<file path="src/rtl/core/cpio_newc_stream_parser_top_macros.svh">
// ----------------------------------------------------------------------------
// cpio newc parser assertion macros
// Shared concurrent assertion forms used by the parser RTL.
// ----------------------------------------------------------------------------
`ifndef CPIO_NEWC_STREAM_PARSER_TOP_MACROS_SVH
`define CPIO_NEWC_STREAM_PARSER_TOP_MACROS_SVH

// Consequent must hold in the same cycle as the antecedent.
`define CPIO_ASSERT_NOW(label, clk, rst_n, ante, cons) \
    label: assert property (@(posedge clk) disable iff (!rst_n) (ante) |-> (cons)) \
        else $error("assertion failed");

// Consequent must hold in the cycle after the antecedent.
`define CPIO_ASSERT_NEXT(label, clk, rst_n, ante, cons) \
    label: assert property (@(posedge clk) disable iff (!rst_n) (ante) |=> (cons)) \
        else $error("assertion failed");

`endif

</file>
<file path="src/rtl/core/cpio_pkg.sv">
// ----------------------------------------------------------------------------
// cpio newc parser package
// Parser state, result flags, header layout constants and small decoders.
// ----------------------------------------------------------------------------
package cpio_pkg;

    typedef enum logic [2:0] {
        PH_HEADER  = 3'd0,
        PH_NAME    = 3'd1,
        PH_NAMEPAD = 3'd2,
        PH_DATA    = 3'd3,
        PH_DATAPAD = 3'd4,
        PH_DONE    = 3'd5
    } phase_t;

    localparam logic [2:0] KIND_HEADER = 3'd0;
    localparam logic [2:0] KIND_NAME   = 3'd1;
    localparam logic [2:0] KIND_DATA   = 3'd2;
    localparam logic [2:0] KIND_PAD    = 3'd3;
    localparam logic [2:0] KIND_DONE   = 3'd4;

    localparam logic [6:0] HDR_LAST  = 7'd109;
    localparam logic [6:0] FSZ_FIRST = 7'd54;
    localparam logic [6:0] FSZ_END   = 7'd62;
    localparam logic [6:0] NSZ_FIRST = 7'd94;
    localparam logic [6:0] NSZ_END   = 7'd102;

    localparam logic [3:0] TRL_LEN  = 4'd11;
    localparam logic [3:0] TRL_LAST = 4'd10;

    localparam logic [7:0] CHAR_0  = 8'h30;
    localparam logic [7:0] CHAR_9  = 8'h39;
    localparam logic [7:0] CHAR_UA = 8'h41;
    localparam logic [7:0] CHAR_UF = 8'h46;
    localparam logic [7:0] CHAR_LA = 8'h61;
    localparam logic [7:0] CHAR_LF = 8'h66;

    typedef struct packed {
        phase_t      phase;
        logic [6:0]  hdr_pos;
        logic [31:0] name_acc;
        logic [31:0] file_acc;
        logic [31:0] remaining;
        logic [1:0]  align;
        logic [3:0]  name_idx;   // saturates at TRL_LEN
        logic        match;
        logic        digit_err;
        logic        finished;
    } state_t;

    typedef struct packed {
        logic [2:0] kind;
        logic       entry_start;
        logic       name_last;
        logic       data_last;
        logic       trailer_found;
    } flags_t;

    // Returns {not_hex, value}; a non-hex character decodes as zero.
    function automatic logic [4:0] hex_decode(input logic [7:0] c);
        logic [4:0] r;
        if (c >= CHAR_0 && c <= CHAR_9) begin
            r = {1'b0, c[3:0]};
        end else if ((c >= CHAR_UA && c <= CHAR_UF) || (c >= CHAR_LA && c <= CHAR_LF)) begin
            r = {1'b0, 4'(c[3:0] + 4'd9)};
        end else begin
            r = 5'b10000;
        end
        return r;
    endfunction

    // Characters of the closing entry name, including its terminating zero.
    function automatic logic [7:0] trailer_char(input logic [3:0] idx);
        logic [7:0] ch;
        case (idx)
            4'd0:    ch = 8'h54;
            4'd1:    ch = 8'h52;
            4'd2:    ch = 8'h41;
            4'd3:    ch = 8'h49;
            4'd4:    ch = 8'h4C;
            4'd5:    ch = 8'h45;
            4'd6:    ch = 8'h52;
            4'd7:    ch = 8'h21;
            4'd8:    ch = 8'h21;
            4'd9:    ch = 8'h21;
            default: ch = 8'h00;
        endcase
        return ch;
    endfunction

endpackage

</file>
<file path="src/rtl/core/cpio_step.sv">
// ----------------------------------------------------------------------------
// cpio newc parser step logic
// Next parser state and result flags for one archive byte.
// ----------------------------------------------------------------------------
module cpio_step (
    input  cpio_pkg::state_t st,
    input  logic [7:0]       byte_in,
    output cpio_pkg::state_t st_next,
    output cpio_pkg::flags_t flags
);

    // Entry is over: either the archive ends or the next header begins.
    function automatic cpio_pkg::state_t end_entry(input cpio_pkg::state_t s);
        cpio_pkg::state_t r;
        r = s;
        if (s.match) begin
            r.finished = 1'b1;
            r.phase    = cpio_pkg::PH_DONE;
        end else begin
            r.phase   = cpio_pkg::PH_HEADER;
            r.hdr_pos = '0;
        end
        return r;
    endfunction

    function automatic cpio_pkg::state_t after_data(input cpio_pkg::state_t s);
        cpio_pkg::state_t r;
        r = s;
        if (s.align == 2'd0) begin
            r = end_entry(s);
        end else begin
            r.phase = cpio_pkg::PH_DATAPAD;
        end
        return r;
    endfunction

    function automatic cpio_pkg::state_t after_namepad(input cpio_pkg::state_t s);
        cpio_pkg::state_t r;
        r = s;
        if (s.file_acc == 32'd0) begin
            r = after_data(s);
        end else begin
            r.remaining = s.file_acc;
            r.phase     = cpio_pkg::PH_DATA;
        end
        return r;
    endfunction

    function automatic cpio_pkg::state_t after_name(input cpio_pkg::state_t s);
        cpio_pkg::state_t r;
        r = s;
        if (s.align == 2'd0) begin
            r = after_namepad(s);
        end else begin
            r.phase = cpio_pkg::PH_NAMEPAD;
        end
        return r;
    endfunction

    logic [4:0]  hex;
    logic [31:0] rem_dec;
    logic [1:0]  align_inc;
    logic        in_fsz;
    logic        in_nsz;
    cpio_pkg::state_t s;

    assign hex       = cpio_pkg::hex_decode(byte_in);
    assign rem_dec   = st.remaining - 32'd1;
    assign align_inc = st.align + 2'd1;
    assign in_fsz    = (st.hdr_pos >= cpio_pkg::FSZ_FIRST) && (st.hdr_pos < cpio_pkg::FSZ_END);
    assign in_nsz    = (st.hdr_pos >= cpio_pkg::NSZ_FIRST) && (st.hdr_pos < cpio_pkg::NSZ_END);

    always_comb begin
        s     = st;
        flags = '{kind: cpio_pkg::KIND_DONE, default: 1'b0};
        unique case (st.phase)
            cpio_pkg::PH_HEADER: begin
                flags.kind = cpio_pkg::KIND_HEADER;
                if (st.hdr_pos == 7'd0) begin
                    flags.entry_start = 1'b1;
                    s.name_acc  = '0;
                    s.file_acc  = '0;
                    s.digit_err = 1'b0;
                    s.match     = 1'b1;
                end
                if (in_fsz) begin
                    s.file_acc  = {s.file_acc[27:0], hex[3:0]};
                    s.digit_err = s.digit_err | hex[4];
                end
                if (in_nsz) begin
                    s.name_acc  = {s.name_acc[27:0], hex[3:0]};
                    s.digit_err = s.digit_err | hex[4];
                end
                s.align = align_inc;
                if (st.hdr_pos >= cpio_pkg::HDR_LAST) begin
                    s.hdr_pos   = '0;
                    s.remaining = s.name_acc;
                    if (s.name_acc == 32'd0) begin
                        s.match = 1'b0;
                        s = after_name(s);
                    end else begin
                        s.name_idx = '0;
                        s.phase    = cpio_pkg::PH_NAME;
                    end
                end else begin
                    s.hdr_pos = st.hdr_pos + 7'd1;
                end
            end
            cpio_pkg::PH_NAME: begin
                flags.kind = cpio_pkg::KIND_NAME;
                if (st.name_idx < cpio_pkg::TRL_LEN
                    && byte_in != cpio_pkg::trailer_char(st.name_idx)) begin
                    s.match = 1'b0;
                end
                if (st.name_idx < cpio_pkg::TRL_LEN) begin
                    s.name_idx = st.name_idx + 4'd1;
                end
                s.remaining = rem_dec;
                s.align     = align_inc;
                if (rem_dec == 32'd0) begin
                    flags.name_last     = 1'b1;
                    s.match             = s.match && (st.name_idx >= cpio_pkg::TRL_LAST);
                    flags.trailer_found = s.match;
                    s = after_name(s);
                end
            end
            cpio_pkg::PH_NAMEPAD: begin
                flags.kind = cpio_pkg::KIND_PAD;
                s.align    = align_inc;
                if (align_inc == 2'd0) begin
                    s = after_namepad(s);
                end
            end
            cpio_pkg::PH_DATA: begin
                flags.kind  = cpio_pkg::KIND_DATA;
                s.remaining = rem_dec;
                s.align     = align_inc;
                if (rem_dec == 32'd0) begin
                    flags.data_last = 1'b1;
                    s = after_data(s);
                end
            end
            cpio_pkg::PH_DATAPAD: begin
                flags.kind = cpio_pkg::KIND_PAD;
                s.align    = align_inc;
                if (align_inc == 2'd0) begin
                    s = end_entry(s);
                end
            end
            default: begin
                flags.kind = cpio_pkg::KIND_DONE;
                s.finished = 1'b1;
                s.phase    = cpio_pkg::PH_DONE;
            end
        endcase
        st_next = s;
    end

endmodule

</file>
<file path="src/rtl/core/cpio_newc_stream_parser_top.sv">
// Path: an accepted byte waits in the input register and passes to the result register when
// the parser advances; its result transaction then completes when the result side takes it.
// Throughput: one byte per cycle, sustained while the result side keeps taking transactions.
// The rate rests on the combinational parser state update between input and result registers.
// Reset (aresetn low, synchronous) empties both registers and returns the parser to the start
// of an entry header with zeroed sizes and alignment; no clearing pass is needed.
// ----------------------------------------------------------------------------
// cpio newc stream parser, top level
// Classifies each byte of a newc archive and decodes the header size fields.
// ----------------------------------------------------------------------------
`include "cpio_newc_stream_parser_top_macros.svh"

module cpio_newc_stream_parser_top (
    input  logic        aclk,
    input  logic        aresetn,

    input  logic        s_valid,
    output logic        s_ready,
    input  logic [7:0]  s_archive_byte,

    output logic        m_valid,
    input  logic        m_ready,
    output logic [7:0]  m_byte_out,
    output logic [2:0]  m_byte_kind,
    output logic        m_entry_start,
    output logic        m_name_last,
    output logic        m_data_last,
    output logic [31:0] m_name_length,
    output logic [31:0] m_file_length,
    output logic        m_trailer_found,
    output logic        m_hex_error,
    output logic        m_archive_done
);

    // The input register holds one accepted byte until the parser can
    // process it. The parser advances exactly when that register is full and
    // the result register is empty or its transaction completes in the same
    // cycle, so a new byte is taken every cycle while the downstream side keeps pace.
    logic             in_valid_reg;
    logic             in_valid_next;
    logic [7:0]       in_byte_reg;
    logic             out_valid_reg;
    logic             out_valid_next;
    logic             advance;
    logic             s_fire;

    cpio_pkg::state_t state_reg;
    cpio_pkg::state_t state_next;
    cpio_pkg::flags_t flags;

    // Result payload registers; they carry no reset.
    logic [7:0]       byte_out_reg;
    cpio_pkg::flags_t flags_reg;
    logic [31:0]      name_len_reg;
    logic [31:0]      file_len_reg;
    logic             hex_err_reg;
    logic             done_reg;

    assign advance = in_valid_reg && (!out_valid_reg || m_ready);
    assign s_ready = !in_valid_reg || advance;
    assign s_fire  = s_valid && s_ready;

    always_comb begin
        in_valid_next = in_valid_reg;
        if (s_fire) begin
            in_valid_next = 1'b1;
        end else if (advance) begin
            in_valid_next = 1'b0;
        end
        out_valid_next = out_valid_reg;
        if (advance) begin
            out_valid_next = 1'b1;
        end else if (m_ready) begin
            out_valid_next = 1'b0;
        end
    end

    // All per-byte decisions: phase walk, hex decode, trailer compare and
    // the four-byte alignment of name and data padding.
    cpio_step u_step (
        .st      (state_reg),
        .byte_in (in_byte_reg),
        .st_next (state_next),
        .flags   (flags)
    );

    always_ff @(posedge aclk) begin
        if (!aresetn) begin
            in_valid_reg        <= 1'b0;
            out_valid_reg       <= 1'b0;
            state_reg.phase     <= cpio_pkg::PH_HEADER;
            state_reg.hdr_pos   <= '0;
            state_reg.name_acc  <= '0;
            state_reg.file_acc  <= '0;
            state_reg.remaining <= '0;
            state_reg.align     <= '0;
            state_reg.name_idx  <= '0;
            state_reg.match     <= 1'b1;
            state_reg.digit_err <= 1'b0;
            state_reg.finished  <= 1'b0;
        end else begin
            in_valid_reg  <= in_valid_next;
            out_valid_reg <= out_valid_next;
            if (advance) begin
                state_reg <= state_next;
            end
        end
    end

    always_ff @(posedge aclk) begin
        if (s_fire) begin
            in_byte_reg <= s_archive_byte;
        end
        if (advance) begin
            byte_out_reg <= in_byte_reg;
            flags_reg    <= flags;
            name_len_reg <= state_next.name_acc;
            file_len_reg <= state_next.file_acc;
            hex_err_reg  <= state_next.digit_err;
            done_reg     <= state_next.finished;
        end
    end

    assign m_valid         = out_valid_reg;
    assign m_byte_out      = byte_out_reg;
    assign m_byte_kind     = flags_reg.kind;
    assign m_entry_start   = flags_reg.entry_start;
    assign m_name_last     = flags_reg.name_last;
    assign m_data_last     = flags_reg.data_last;
    assign m_name_length   = name_len_reg;
    assign m_file_length   = file_len_reg;
    assign m_trailer_found = flags_reg.trailer_found;
    assign m_hex_error     = hex_err_reg;
    assign m_archive_done  = done_reg;

    // Once the trailer entry is through, the parser never leaves that state.
    `CPIO_ASSERT_NEXT(a_done_sticky, aclk, aresetn, state_reg.finished, state_reg.finished)
    // An entry start is always reported on a header byte.
    `CPIO_ASSERT_NOW(a_start_on_header, aclk, aresetn, m_valid && m_entry_start,
        m_byte_kind == cpio_pkg::KIND_HEADER)
    // Bytes past the trailer come only with the archive marked complete.
    `CPIO_ASSERT_NOW(a_past_trailer_done, aclk, aresetn,
        m_valid && m_byte_kind == cpio_pkg::KIND_DONE, m_archive_done)
    // A held byte that cannot advance stays in the input register untouched.
    `CPIO_ASSERT_NEXT(a_input_held, aclk, aresetn, in_valid_reg && !advance,
        in_valid_reg && $stable(in_byte_reg))

endmodule
</file>
<file path="config.mk">
export PLATFORM = sky130hd
export DESIGN_NAME = cpio_newc_stream_parser_top
export DESIGN_NICKNAME = d
export VERILOG_FILES = /design/src/rtl/core/cpio_pkg.sv /design/src/rtl/core/cpio_step.sv /design/src/rtl/core/cpio_newc_stream_parser_top.sv
export VERILOG_INCLUDE_DIRS = /design/src /design/src/rtl/core
export SDC_FILE = /design/constraint.sdc
export NUM_CORES = 1
export LEC_CHECK = 0
export ABC_CLOCK_PERIOD_IN_PS = 4750
export BUFFER_PORTS_ARGS = -buffer_cell sky130_fd_sc_hd__buf_2
export CORE_UTILIZATION = 50
export DETAILED_ROUTE_END_ITERATION = 8
export PLACE_DENSITY = 0.69
export SLEW_MARGIN = 5
export SYNTH_ARGS = -nofsm -noshare
export SYNTH_HDL_FRONTEND = slang
export SYNTH_SLANG_ARGS = --single-unit
</file>
<file path="constraint.sdc">
create_clock -name aclk -period 4.75 [get_ports aclk]
set_input_delay 0 -clock aclk [delete_from_list [all_inputs] [get_ports aclk]]
set_output_delay 0 -clock aclk [all_outputs]
set_load 0.01 [all_outputs]
</file>
==> flow_summary.toml, run 1 <==
[die]
dieArea_um2 = 23830
core_um2 = 22710
die_h_um = 154.4
placementRows = 55
fp.dieW_um = 154.4
pin_count = 95
start_util_pct = 51.12

[placed_design]
portBuffers = 94
place_congestion = 1.007
placed_cell_area_um2 = 12210
dpl.hpwl_mm = 23.96
dp_cells = 1627

[power]
combPwrFrac_pct = 4.9
ir_drop_uv = 280.1
leakage_nw = 4.930
p_sw_share_pct = 22.95
internal_power_mw = 3.077
p_switching_mw = 0.9165
p_clk_share_pct = 45.8
p_per_area_nw_per_um2 = 305.2
pwr-share-seq_pct = 49.3

[logic_synthesis]
synth.avg_cell_area_um2 = 8.710
syn-cell-area_um2 = 11610
synth_top_area_share_pct = 23.02
ys_top_cells_by_area = "edfxtp_1 23%, dfxtp_1 21%, nand2_1 6.4%"
yosysTopAreaCell = "edfxtp_1"
synth_cells = 1333
syn-num-nets = 1357
synth_ff_type = "dfxtp_1"
netlist-cell-type-count = 79
yosysSeqAreaShare_pct = 44.40
synth_edf_count = 89
synth_async_sr_flop_share_pct = 0
synth_seq_cells = 213
ys.warnings.count = 0

[routing]
first_pass_iters = 5
wl_per_cell_um = 20.97
drtAntennaViolNets = 0
drc = 0
via_per_inst = 6.340
drtIter0Drc = 1151
dr_total_vias = 10650
routed_wl_mm = 35.22

[sta]
max_freq_mhz = 257.0
worst_slew_pin_slew_ns = 1.137
finalHoldViolCount = 0
max_slew_margin_pct = 24.22
tns_ns = 0
finClkSkew_ns = 0.01511
min_period_ns = 3.892
period_share_pct = 81.93
drv_slew = 0
final-setup-viol-count = 0
worst_hold_slack_ns = 0.1160
rsz0062_at_grt = "false"

[worst_setup_path]
critPathKind = "reg2reg"
required_ns = 5.12
critPathBufInv = 1
crit_fanout = 6
critical-path-top-delay-family = "simple AND/OR/NAND/NOR gates"
critical_path.cell_chain = "inv_1 -> ha_1 -> nor4b_2 -> nand3_1 -> nor2_1 -> xor2_1 -> or4_1 -> nor4b_1 -> nand2_1 -> a211oi_1 -> o21ai_0"
cp_slowest_cell = "nor4b_1"
crit_path_end_kind = "register"
max_stage_delay_ns = 0.79
crit_path_start_kind = "register"
rrSetupSlack_ns = 0.86
cp_data_arrival_time_ns = 4.26

[final_layout]
fin_util_pct = 57.63
drive_gt1_share_pct = 13.55
seq_area_um2 = 5155
stdcell_area_um2 = 13090
diodes = 0
largest_register_ffs = 115
multi_input_area_um2 = 5881
fillers = 2083
syn_to_final_growth_pct = 12.72
stdcell_count = 1680
nets = 1402

[worst_hold_path]
hp-class = "in2reg"

[run_status]
run_status = "finished clean"

[global_routing]
grt_util_all_layers_pct = 29.42
grt_pass1_vias = 9710
grt_start_max_net_pins = 83
antenna_found_initial = 0
grt-ovfl-total = 0
grt_first_pass_wirelength_mm = 54.86

[clocking]
cts_buffers = 23
cts_setup_buffers = 0
cts_tree = "built"
root_buffer = "clkbuf_16"
clkSinkCount = 213
htreeDepth = 1
clk_pin_slew_ns = 0.06
clk_path_buf_depth = 3
worstSkewPairLatency_ns = 0.53

[flow_run]
maxCapViolations = 0
==> metrics by stage <==
stage	total power, mW	setup slack (ns)
floorplan	2.126	0.9433
global placement	2.195	1.079
detailed placement	2.197	0.9776
CTS	4.018	0.9598
global route	4.114	0.5833
finish	3.994	0.8585
==> timing repair <==
action / CTS / global route
gates resized for setup: 0 / 0
hold buffers: 11 / 0
endpoints found under the hold margin: 10 / 0
==> layout by cell type, fill, tap and decap left out, types with 6 or more instances in the layout <==
| cell | netlist | layout |
|---|---|---|
| a2111oi_0 | 8 | 7 |
| a211oi_1 | 12 | 12 |
| a21o_1 | 6 | 6 |
| a21oi_1 | 113 | 113 |
| a221oi_1 | 13 | 13 |
| a22o_1 | 56 | 56 |
| a22oi_1 | 18 | 18 |
| a31oi_1 | 7 | 7 |
| and3_1 | 7 | 7 |
| buf_2 | 3 | 94 |
| buf_4 | 1 | 28 |
| clkbuf_1 | 99 | 7 |
| clkbuf_16 | 0 | 23 |
| dfxtp_1 | 124 | 124 |
| dlygate4sd3_1 | 0 | 11 |
| edfxtp_1 | 89 | 89 |
| ha_1 | 12 | 12 |
| inv_1 | 37 | 35 |
| mux2i_1 | 33 | 33 |
| nand2_1 | 199 | 198 |
| nand2b_1 | 11 | 11 |
| nand3_1 | 24 | 24 |
| nand4_1 | 11 | 11 |
| nor2_1 | 117 | 115 |
| nor3_1 | 33 | 33 |
| nor4_1 | 30 | 30 |
| o211ai_1 | 14 | 14 |
| o21ai_0 | 79 | 79 |
| o221ai_1 | 8 | 8 |
| o22ai_1 | 8 | 8 |
| o31ai_1 | 9 | 9 |
| or3_1 | 10 | 10 |
| or4_1 | 9 | 9 |
| xnor2_1 | 13 | 13 |
| xor2_1 | 26 | 26 |
==> area by class of cell <==
| cell class | instances | area share [%] |
|---|---|---|
| Multi-Input combinational cell | 970 | 44.94 |
| Timing Repair Buffer | 133 | 6.043 |
| Clock inverter | 12 | 1.224 |
| Tap cell | 285 | 2.725 |
| Sequential cell | 213 | 39.39 |
| Inverter | 37 | 1.080 |
| Clock buffer | 30 | 4.599 |
==> per-layer routing <==
metal  routed length (um)  GRT usage (%)
met1                14890          41.58
met2                15200          44.00
met3                 3239          3.811
met4                 1887          15.51
met5                    0              0
==> power groups by stage <==
stage,Clock [mW],Sequential (mW),Combinational [mW]
after global placement,0,2.01,0.188
after global routing,1.93,1.97,0.214
after detailed placement,0,2.01,0.189
after floorplan,0,2.03,0.0987
final,1.83,1.97,0.197
after CTS,1.85,1.97,0.197
==> cells by family after synthesis <==
logic type / count (synthesis) / share of synthesized area, %
adders and majority gates: 12 / 1.293
muxes: 36 / 3.136
AOI/OAI and AO/OA: 392 / 22.71
buffers and inverters: 150 / 5.108
DFF: 213 / 44.40
and+or+nand+nor: 491 / 20.41
xor gates and xnor gates: 39 / 2.942
==> Yosys cell counts, types with 9 or more instances <==
| cell | n |
|---|---|
| nand3_1 | 24 |
| nor4_1 | 30 |
| a21oi_1 | 113 |
| mux2i_1 | 33 |
| xor2_1 | 26 |
| or3_1 | 10 |
| inv_1 | 37 |
| a22o_1 | 56 |
| edfxtp_1 | 89 |
| a211oi_1 | 12 |
| o21ai_0 | 79 |
| clkbuf_1 | 99 |
| nor3_1 | 33 |
| o31ai_1 | 9 |
| xnor2_1 | 13 |
| ha_1 | 12 |
| nand4_1 | 11 |
| or4_1 | 9 |
| a22oi_1 | 18 |
| a221oi_1 | 13 |
| nor2_1 | 117 |
| nand2_1 | 199 |
| o211ai_1 | 14 |
| nand2b_1 | 11 |
| dfxtp_1 | 124 |
==> path summary, 6_finish.rpt <==
kind	cells after the start	from	endpoint
min reg2reg	2	state_reg[8]	state_reg[8]
max reg2reg	11	state_reg[9]	state_reg[2]
min	2	aresetn	state_reg[2]
max	11	state_reg[9]	state_reg[2]
No activity file was read; power rests on OpenSTA's default activity.
==> inputs of run 2 (changes only) <==
- ABC_AREA: unset -> 1
- ABC_CLOCK_PERIOD_IN_PS: 4750 -> 4000
- PLACE_DENSITY: 0.69 -> 0.68
- clock period: 4.75 -> 4 ns (I/O delays scaled with it)
==> run 2 against run 1 <==
  * Fmax grew 9.8%
  * Worst setup slack got worse by 0.40 ns
  * Total power up 37%
  * Final cell count rose by 60%
  * Die area is 22% higher
  * Register-to-register slack got worse by 0.40 ns
  * Sequential cell count unchanged
  * Clock skew rose by 0.0022 ns
  * Non-clock buffer count rose by 24
  * Sequential share of layout area decreased by 7.3 points
  * Via count is 43% higher
==> flow_summary.toml, run 2 <==
[run_status]
run_status = "finished clean"

[worst_setup_path]
crit_path_start_kind = "register"
critPathKind = "reg2reg"
rrSetupSlack_ns = 0.46
required_ns = 4.46
reg2reg_to = "state_reg[40]"
worst-r2r-cell-count = 17
r2r-start = "state_reg[107]"
cp_data_arrival_time_ns = 4.00
crit_path_end_kind = "register"
crit_fanout = 42

[logic_synthesis]
syn-num-nets = 2252
synth_ff_type = "dfxtp_1"
netlist-cell-type-count = 45
yosysTopAreaCell = "edfxtp_1"
synth_seq_cells = 213
ys_top_cells_by_area = "edfxtp_1 19%, dfxtp_1 17%, nand2_1 17%"
synth_top_area_share_pct = 18.84
synth_edf_count = 89
synth_cells = 2228
yosys-top-cells-count = "660 x nand2_1, 302 x inv_1, 234 x nor2_1, 178 x o21ai_0, 152 x nand3_1"
synth_most_common_cell = "nand2_1"
yosysSeqAreaShare_pct = 36.33
ys.warnings.count = 0
synth.avg_cell_area_um2 = 6.368
synth_async_sr_flop_share_pct = 0
syn-cell-area_um2 = 14190

[global_routing]
grt_pass1_vias = 13870
grt_util_all_layers_pct = 34.73
grt_start_max_net_pins = 99
grt-ovfl-total = 0
grt_first_pass_wirelength_mm = 77.63
antenna_found_initial = 0

[clocking]
clkSinkCount = 213
root_buffer = "clkbuf_16"
clk_pin_slew_ns = 0.06
htreeDepth = 1
worstSkewPairLatency_ns = 0.56
cts_tree = "built"
clk_path_buf_depth = 3
cts_buffers = 24
cts_setup_buffers = 0

[sta]
drv_slew = 0
finalHoldViolCount = 0
fin_ws_ns = 0.4563
rsz0062_at_grt = "false"
worst_slew_pin_slew_ns = 1.157
min_period_ns = 3.544
tns_ns = 0
worst_hold_slack_ns = 0.1652
max_slew_margin_pct = 22.90
finClkSkew_ns = 0.01733
final-setup-viol-count = 0
max_freq_mhz = 282.2
period_share_pct = 88.59

[die]
fp.dieW_um = 170.5
pin_count = 95
core_um2 = 27860
dieArea_um2 = 29050
die_h_um = 170.5
start_util_pct = 50.93
placementRows = 61

[placed_design]
portBuffers = 94
dpl.hpwl_mm = 35.12
placed_cell_area_um2 = 15080
place_ws_ns = 0.4727
place_congestion = 1.048

[routing]
dr_total_vias = 15190
drtIter0Drc = 1703
drtAntennaViolNets = 0
drc = 0
wl_per_cell_um = 18.50
routed_wl_mm = 49.80
first_pass_iters = 6
via_per_inst = 5.643

[power]
p_per_area_nw_per_um2 = 339.3
leakage_nw = 7.888
p_switching_mw = 1.455
pwr-share-seq_pct = 44.2
combPwrFrac_pct = 11.4
ir_drop_uv = 426.4
p_clk_share_pct = 44.4
p_sw_share_pct = 26.67
internal_power_mw = 4.001

[final_layout]
fillers = 2773
diodes = 0
stdcell_area_um2 = 16080
largest_register_ffs = 115
final_cell_mix = "659 x nand2_1, 301 x inv_1, 230 x nor2_1"
nets = 2320
layout_commonest_cell = "nand2_1"
syn_to_final_growth_pct = 13.33
drive_gt1_share_pct = 10.24

[worst_hold_path]
min-delay-start = "s_archive_byte[6]"
whs_endpoint = "in_byte_reg[6]"
hp-class = "in2reg"
hold_depth = 2

[flow_run]
maxCapViolations = 0
[run 2: cell count changes in the layout (fill, tap and decap cells not counted), moves of 19 or more]
cell     change
mux2i_1     -33
o22ai_1     +19
nor4_1      -29
buf_4       +20
nand3_1    +127
nor3_1      -22
nand2_1    +461
inv_1      +266
nand4_1     +83
o21ai_0     +99
a22o_1      -56
nor2_1     +115
[run 2: worst max-delay path by stage]
stage / startpoint / to / slack, ns / depth (start not counted)
global route: state_reg[105] / state_reg[37] / 0.26 / 19
floorplan: m_valid / state_reg[44] / 0.48 / 6
CTS: state_reg[105] / state_reg[22] / 0.43 / 19
finish: state_reg[107] / state_reg[40] / 0.46 / 17
detailed placement: state_reg[105] / state_reg[38] / 0.47 / 19
global placement: state_reg[105] / state_reg[9] / 0.58 / 19
[run 2: kinds of logic (layout without fill, tap and decap cells)]
group	count (synthesis)	after routing	synth area share (%)
AO/OA/AOI/OAI	363	363	13.57
XOR/XNOR	22	22	1.358
adder cells (fa/ha/maj)	12	12	1.058
buffers and inverters	431	517	11.91
flip-flops	213	213	36.33
AND/OR/NAND/NOR	1187	1187	35.77
[run 2: cell type report]
class / count / area, um2 / area share, %
Timing Repair Buffer: 157 / 1001 / 6.225
Inverter: 316 / 1190 / 7.400
Tap cell: 378 / 473.0 / 2.941
Clock buffer: 34 / 689.4 / 4.287
Sequential cell: 213 / 5155 / 32.06
Clock inverter: 10 / 173.9 / 1.082
Multi-Input combinational cell: 1584 / 7398 / 46.01
[run 2: layer usage]
| metal | global-route usage [%] | vias to the layer above | share of wire (%) | routed length (um) |
|---|---|---|---|---|
| met5 | 0 | - | 0 | 0 |
| li1 | - | 7327 | - | - |
| met4 | 23.54 | 0 | 7.2 | 3571 |
| met3 | 5.791 | 161 | 9.1 | 4535 |
| met1 | 45.02 | 6973 | 41 | 20340 |
| met2 | 53.01 | 731 | 43 | 21350 |
[run 2: worst max-delay path, stage by stage (launching register included)]
cell	delay (ns)
dfxtp_1	0.51
nand2_4	0.11
inv_1	0.15
nand3_4	0.22
nand2_4	0.39
buf_4	0.24
nand2_1	0.07
o21ai_2	0.12
nand2_1	0.08
nor2_1	0.28
nand4_1	0.19
nor2_4	0.22
buf_12	0.19
nand4_1	0.25
nand3_1	0.19
nand3_1	0.08
nand2_1	0.08
inv_1	0.04
[run 2: what timing repair did]
| action | 4_1_cts | 5_1_grt |
|---|---|---|
| hold endpoints to repair | 32 | 0 |
| hold buffers | 13 | 0 |
| resized for setup | 0 | 1 |
| endpoints found under the setup margin | 0 | 5 |
[run 2: power by group through the flow]
stage,registers [mW],clock network (mW),logic [mW]
final,2.41,2.42,0.620
after global placement,2.45,0,0.586
after CTS,2.41,2.45,0.605
after floorplan,2.46,0,0.371
after detailed placement,2.46,0,0.593
after global routing,2.42,2.53,0.680
[run 2: through the flow]
stage               instances  power (mW)  utilization, %
finish                   2692       5.457           57.72
global route             2692       5.632           57.72
CTS                      2692       5.462           57.70
detailed placement       2635       3.048           54.13
global placement         2635       3.040           54.13
floorplan                2228       2.834               -
==> inputs of run 3 (changes only) <==
--- a/config.mk
+++ b/config.mk
@@ -9,3 +9,3 @@
 export ABC_AREA = 1
-export ABC_CLOCK_PERIOD_IN_PS = 4000
+export ABC_CLOCK_PERIOD_IN_PS = 3800
 export BUFFER_PORTS_ARGS = -buffer_cell sky130_fd_sc_hd__buf_2
==> constraint.sdc (replaced) <==
create_clock -name aclk -period 3.8 [get_ports aclk]
set_input_delay 0.57 -clock aclk [delete_from_list [all_inputs] [get_ports aclk]]
set_output_delay 0.57 -clock aclk [all_outputs]
set_load 0.01 [all_outputs]
==> run 3 against run 2 <==
  * Final area down 0.57%
  * Die area unchanged
  * Register-to-register slack worse by 0.06 ns
  * Sequential cell count unchanged
  * Via count about the same
  * Worst setup slack worse by 0.065 ns
  * Largest cell class unchanged
==> flow_summary.toml, run 3 (same netlist as run 2, synthesis figures left out) <==
[run_status]
run_status = "finished clean"

[sta]
fin_ws_ns = 0.3913
tns_ns = 0
final-setup-viol-count = 0
finClkSkew_ns = 0.01724
max_freq_mhz = 293.4
finalHoldViolCount = 0
period_share_pct = 89.70
max_slew_margin_pct = 20.00
drv_slew = 0
worst_slew_pin_slew_ns = 1.199
rsz0062_at_grt = "false"
min_period_ns = 3.409

[routing]
wl_per_cell_um = 18.43
maxUsedRoutingLayer = "met4"
drt-met1-wl_mm = 20.27
drc = 0
dr_total_vias = 15200
drtAntennaViolNets = 0
wl_met2_mm = 21.24
first_pass_iters = 6
wl_met3_mm = 4.380
routed_wl_mm = 49.43
via_per_inst = 5.667
drtIter0Drc = 1743

[worst_setup_path]
reg2reg_to = "state_reg[26]"
worst-r2r-cell-count = 21
critPathCapture = "state_reg[26]"
crit_path_start_kind = "register"
rrSetupSlack_ns = 0.39
required_ns = 4.23
crit_path_end_kind = "register"
critPathLaunch = "state_reg[105]"
crit_fanout = 76
r2r-start = "state_reg[105]"
critPathKind = "reg2reg"
cp_data_arrival_time_ns = 3.83

[clocking]
clk_path_buf_depth = 3
cts_hold_buf = 0
root_buffer = "clkbuf_16"
clk_pin_slew_ns = 0.06
worstSkewPairLatency_ns = 0.54
cts-resized-gates = 0
cts_setup_buffers = 0
clkSinkCount = 213
cts_tree = "built"
htreeDepth = 1
cts_buffers = 25

[placed_design]
portBuffers = 94
place_ws_ns = 0.4918
place_congestion = 1.001
dpl.hpwl_mm = 35.26

[die]
placementRows = 61
pin_count = 95
fp.dieW_um = 170.5
core_um2 = 27860
start_util_pct = 50.93
die_h_um = 170.5
dieArea_um2 = 29050

[power]
leakage_nw = 7.838
p_per_area_nw_per_um2 = 354.9
ir_drop_uv = 314.2

[final_layout]
nets = 2310
layout_commonest_cell = "nand2_1"
syn_to_final_growth_pct = 12.69
largest_register_ffs = 115
drive_gt1_share_pct = 10.46
diodes = 0
final_cell_mix = "659 x nand2_1, 301 x inv_1, 230 x nor2_1"

[global_routing]
grt_start_max_net_pins = 99
grt-ovfl-total = 0
grt_first_pass_wirelength_mm = 76.93
grt_util_all_layers_pct = 34.25
grt_pass1_vias = 13790
antenna_found_initial = 0

[worst_hold_path]
hp-class = "in2reg"

[flow_run]
maxCapViolations = 0
==> run 3: final cells by class <==
| cell class | instances | area [um2] |
|---|---|---|
| clock buffer | 30 | 644.4 |
| multi-input combinational | 1584 | 7391 |
| sequential | 213 | 5155 |
| timing repair buffer | 146 | 948.4 |
| inverter | 316 | 1190 |
| clock inverter | 15 | 187.7 |
| tap | 378 | 473.0 |
| fill | 2780 | 11870 |
==> run 3: how the worst min path moves through the flow <==
| stage | startpoint | endpoint | slack [ns] | cells after the start |
|---|---|---|---|---|
| after global placement | state_reg[7] | state_reg[7] | 0.46 | 2 |
| after global routing | s_archive_byte[1] | in_byte_reg[1] | 0.20 | 1 |
| after floorplan | state_reg[7] | state_reg[7] | 0.44 | 2 |
| after CTS | s_archive_byte[4] | in_byte_reg[4] | 0.19 | 1 |
| after detailed placement | state_reg[7] | state_reg[7] | 0.47 | 2 |
| final | s_archive_byte[4] | in_byte_reg[4] | 0.21 | 1 |
==> run 3: power breakdown <==
part | internal, mW | switching (mW) | total [mW] | leakage (nW)
combinational | 0.193 | 0.461 | 0.654 | 5.56
sequential | 2.48 | 0.0620 | 2.54 | 1.89
clock | 1.48 | 1.00 | 2.48 | 0.396
==> run 3: through the flow <==
stage                     hold WS, ns  util (%)  area [um2]  cells  power [mW]
after global routing           0.1981     57.39       15990   2682       5.846
after CTS                      0.1923     57.39       15990   2682       5.695
after floorplan                0.4433         -       14190   2228       2.983
after global placement         0.4596     54.41       15160   2637       3.212
final                          0.2088     57.39       15990   2682       5.675
after detailed placement       0.4749     54.41       15160   2637       3.224
==> run 3: worst max-delay path, cell delays in order (launching register included) <==
cell and delay [ns]:
dfxtp_1 0.36, inv_1 0.19, ha_1 0.18, inv_1 0.04, nor2_1 0.10, nand3_2 0.10, buf_12 0.21, nand2_1 0.19
nand2_1 0.07, nand2_1 0.17, nand2_1 0.07, nor2_1 0.14, nand3_1 0.16, nor2_1 0.19, nand3_2 0.27, nand3_2 0.19
buf_12 0.21, nand2_1 0.08, nand3_1 0.07, nand3_1 0.08, nand2_1 0.11, inv_1 0.04
==> run 3: routing by layer <==
layer	track usage, %	vias to the layer above
li1	-	7315
met1	44.87	6929
met2	52.85	797
met3	5.256	159
met4	21.50	0
met5	0	-
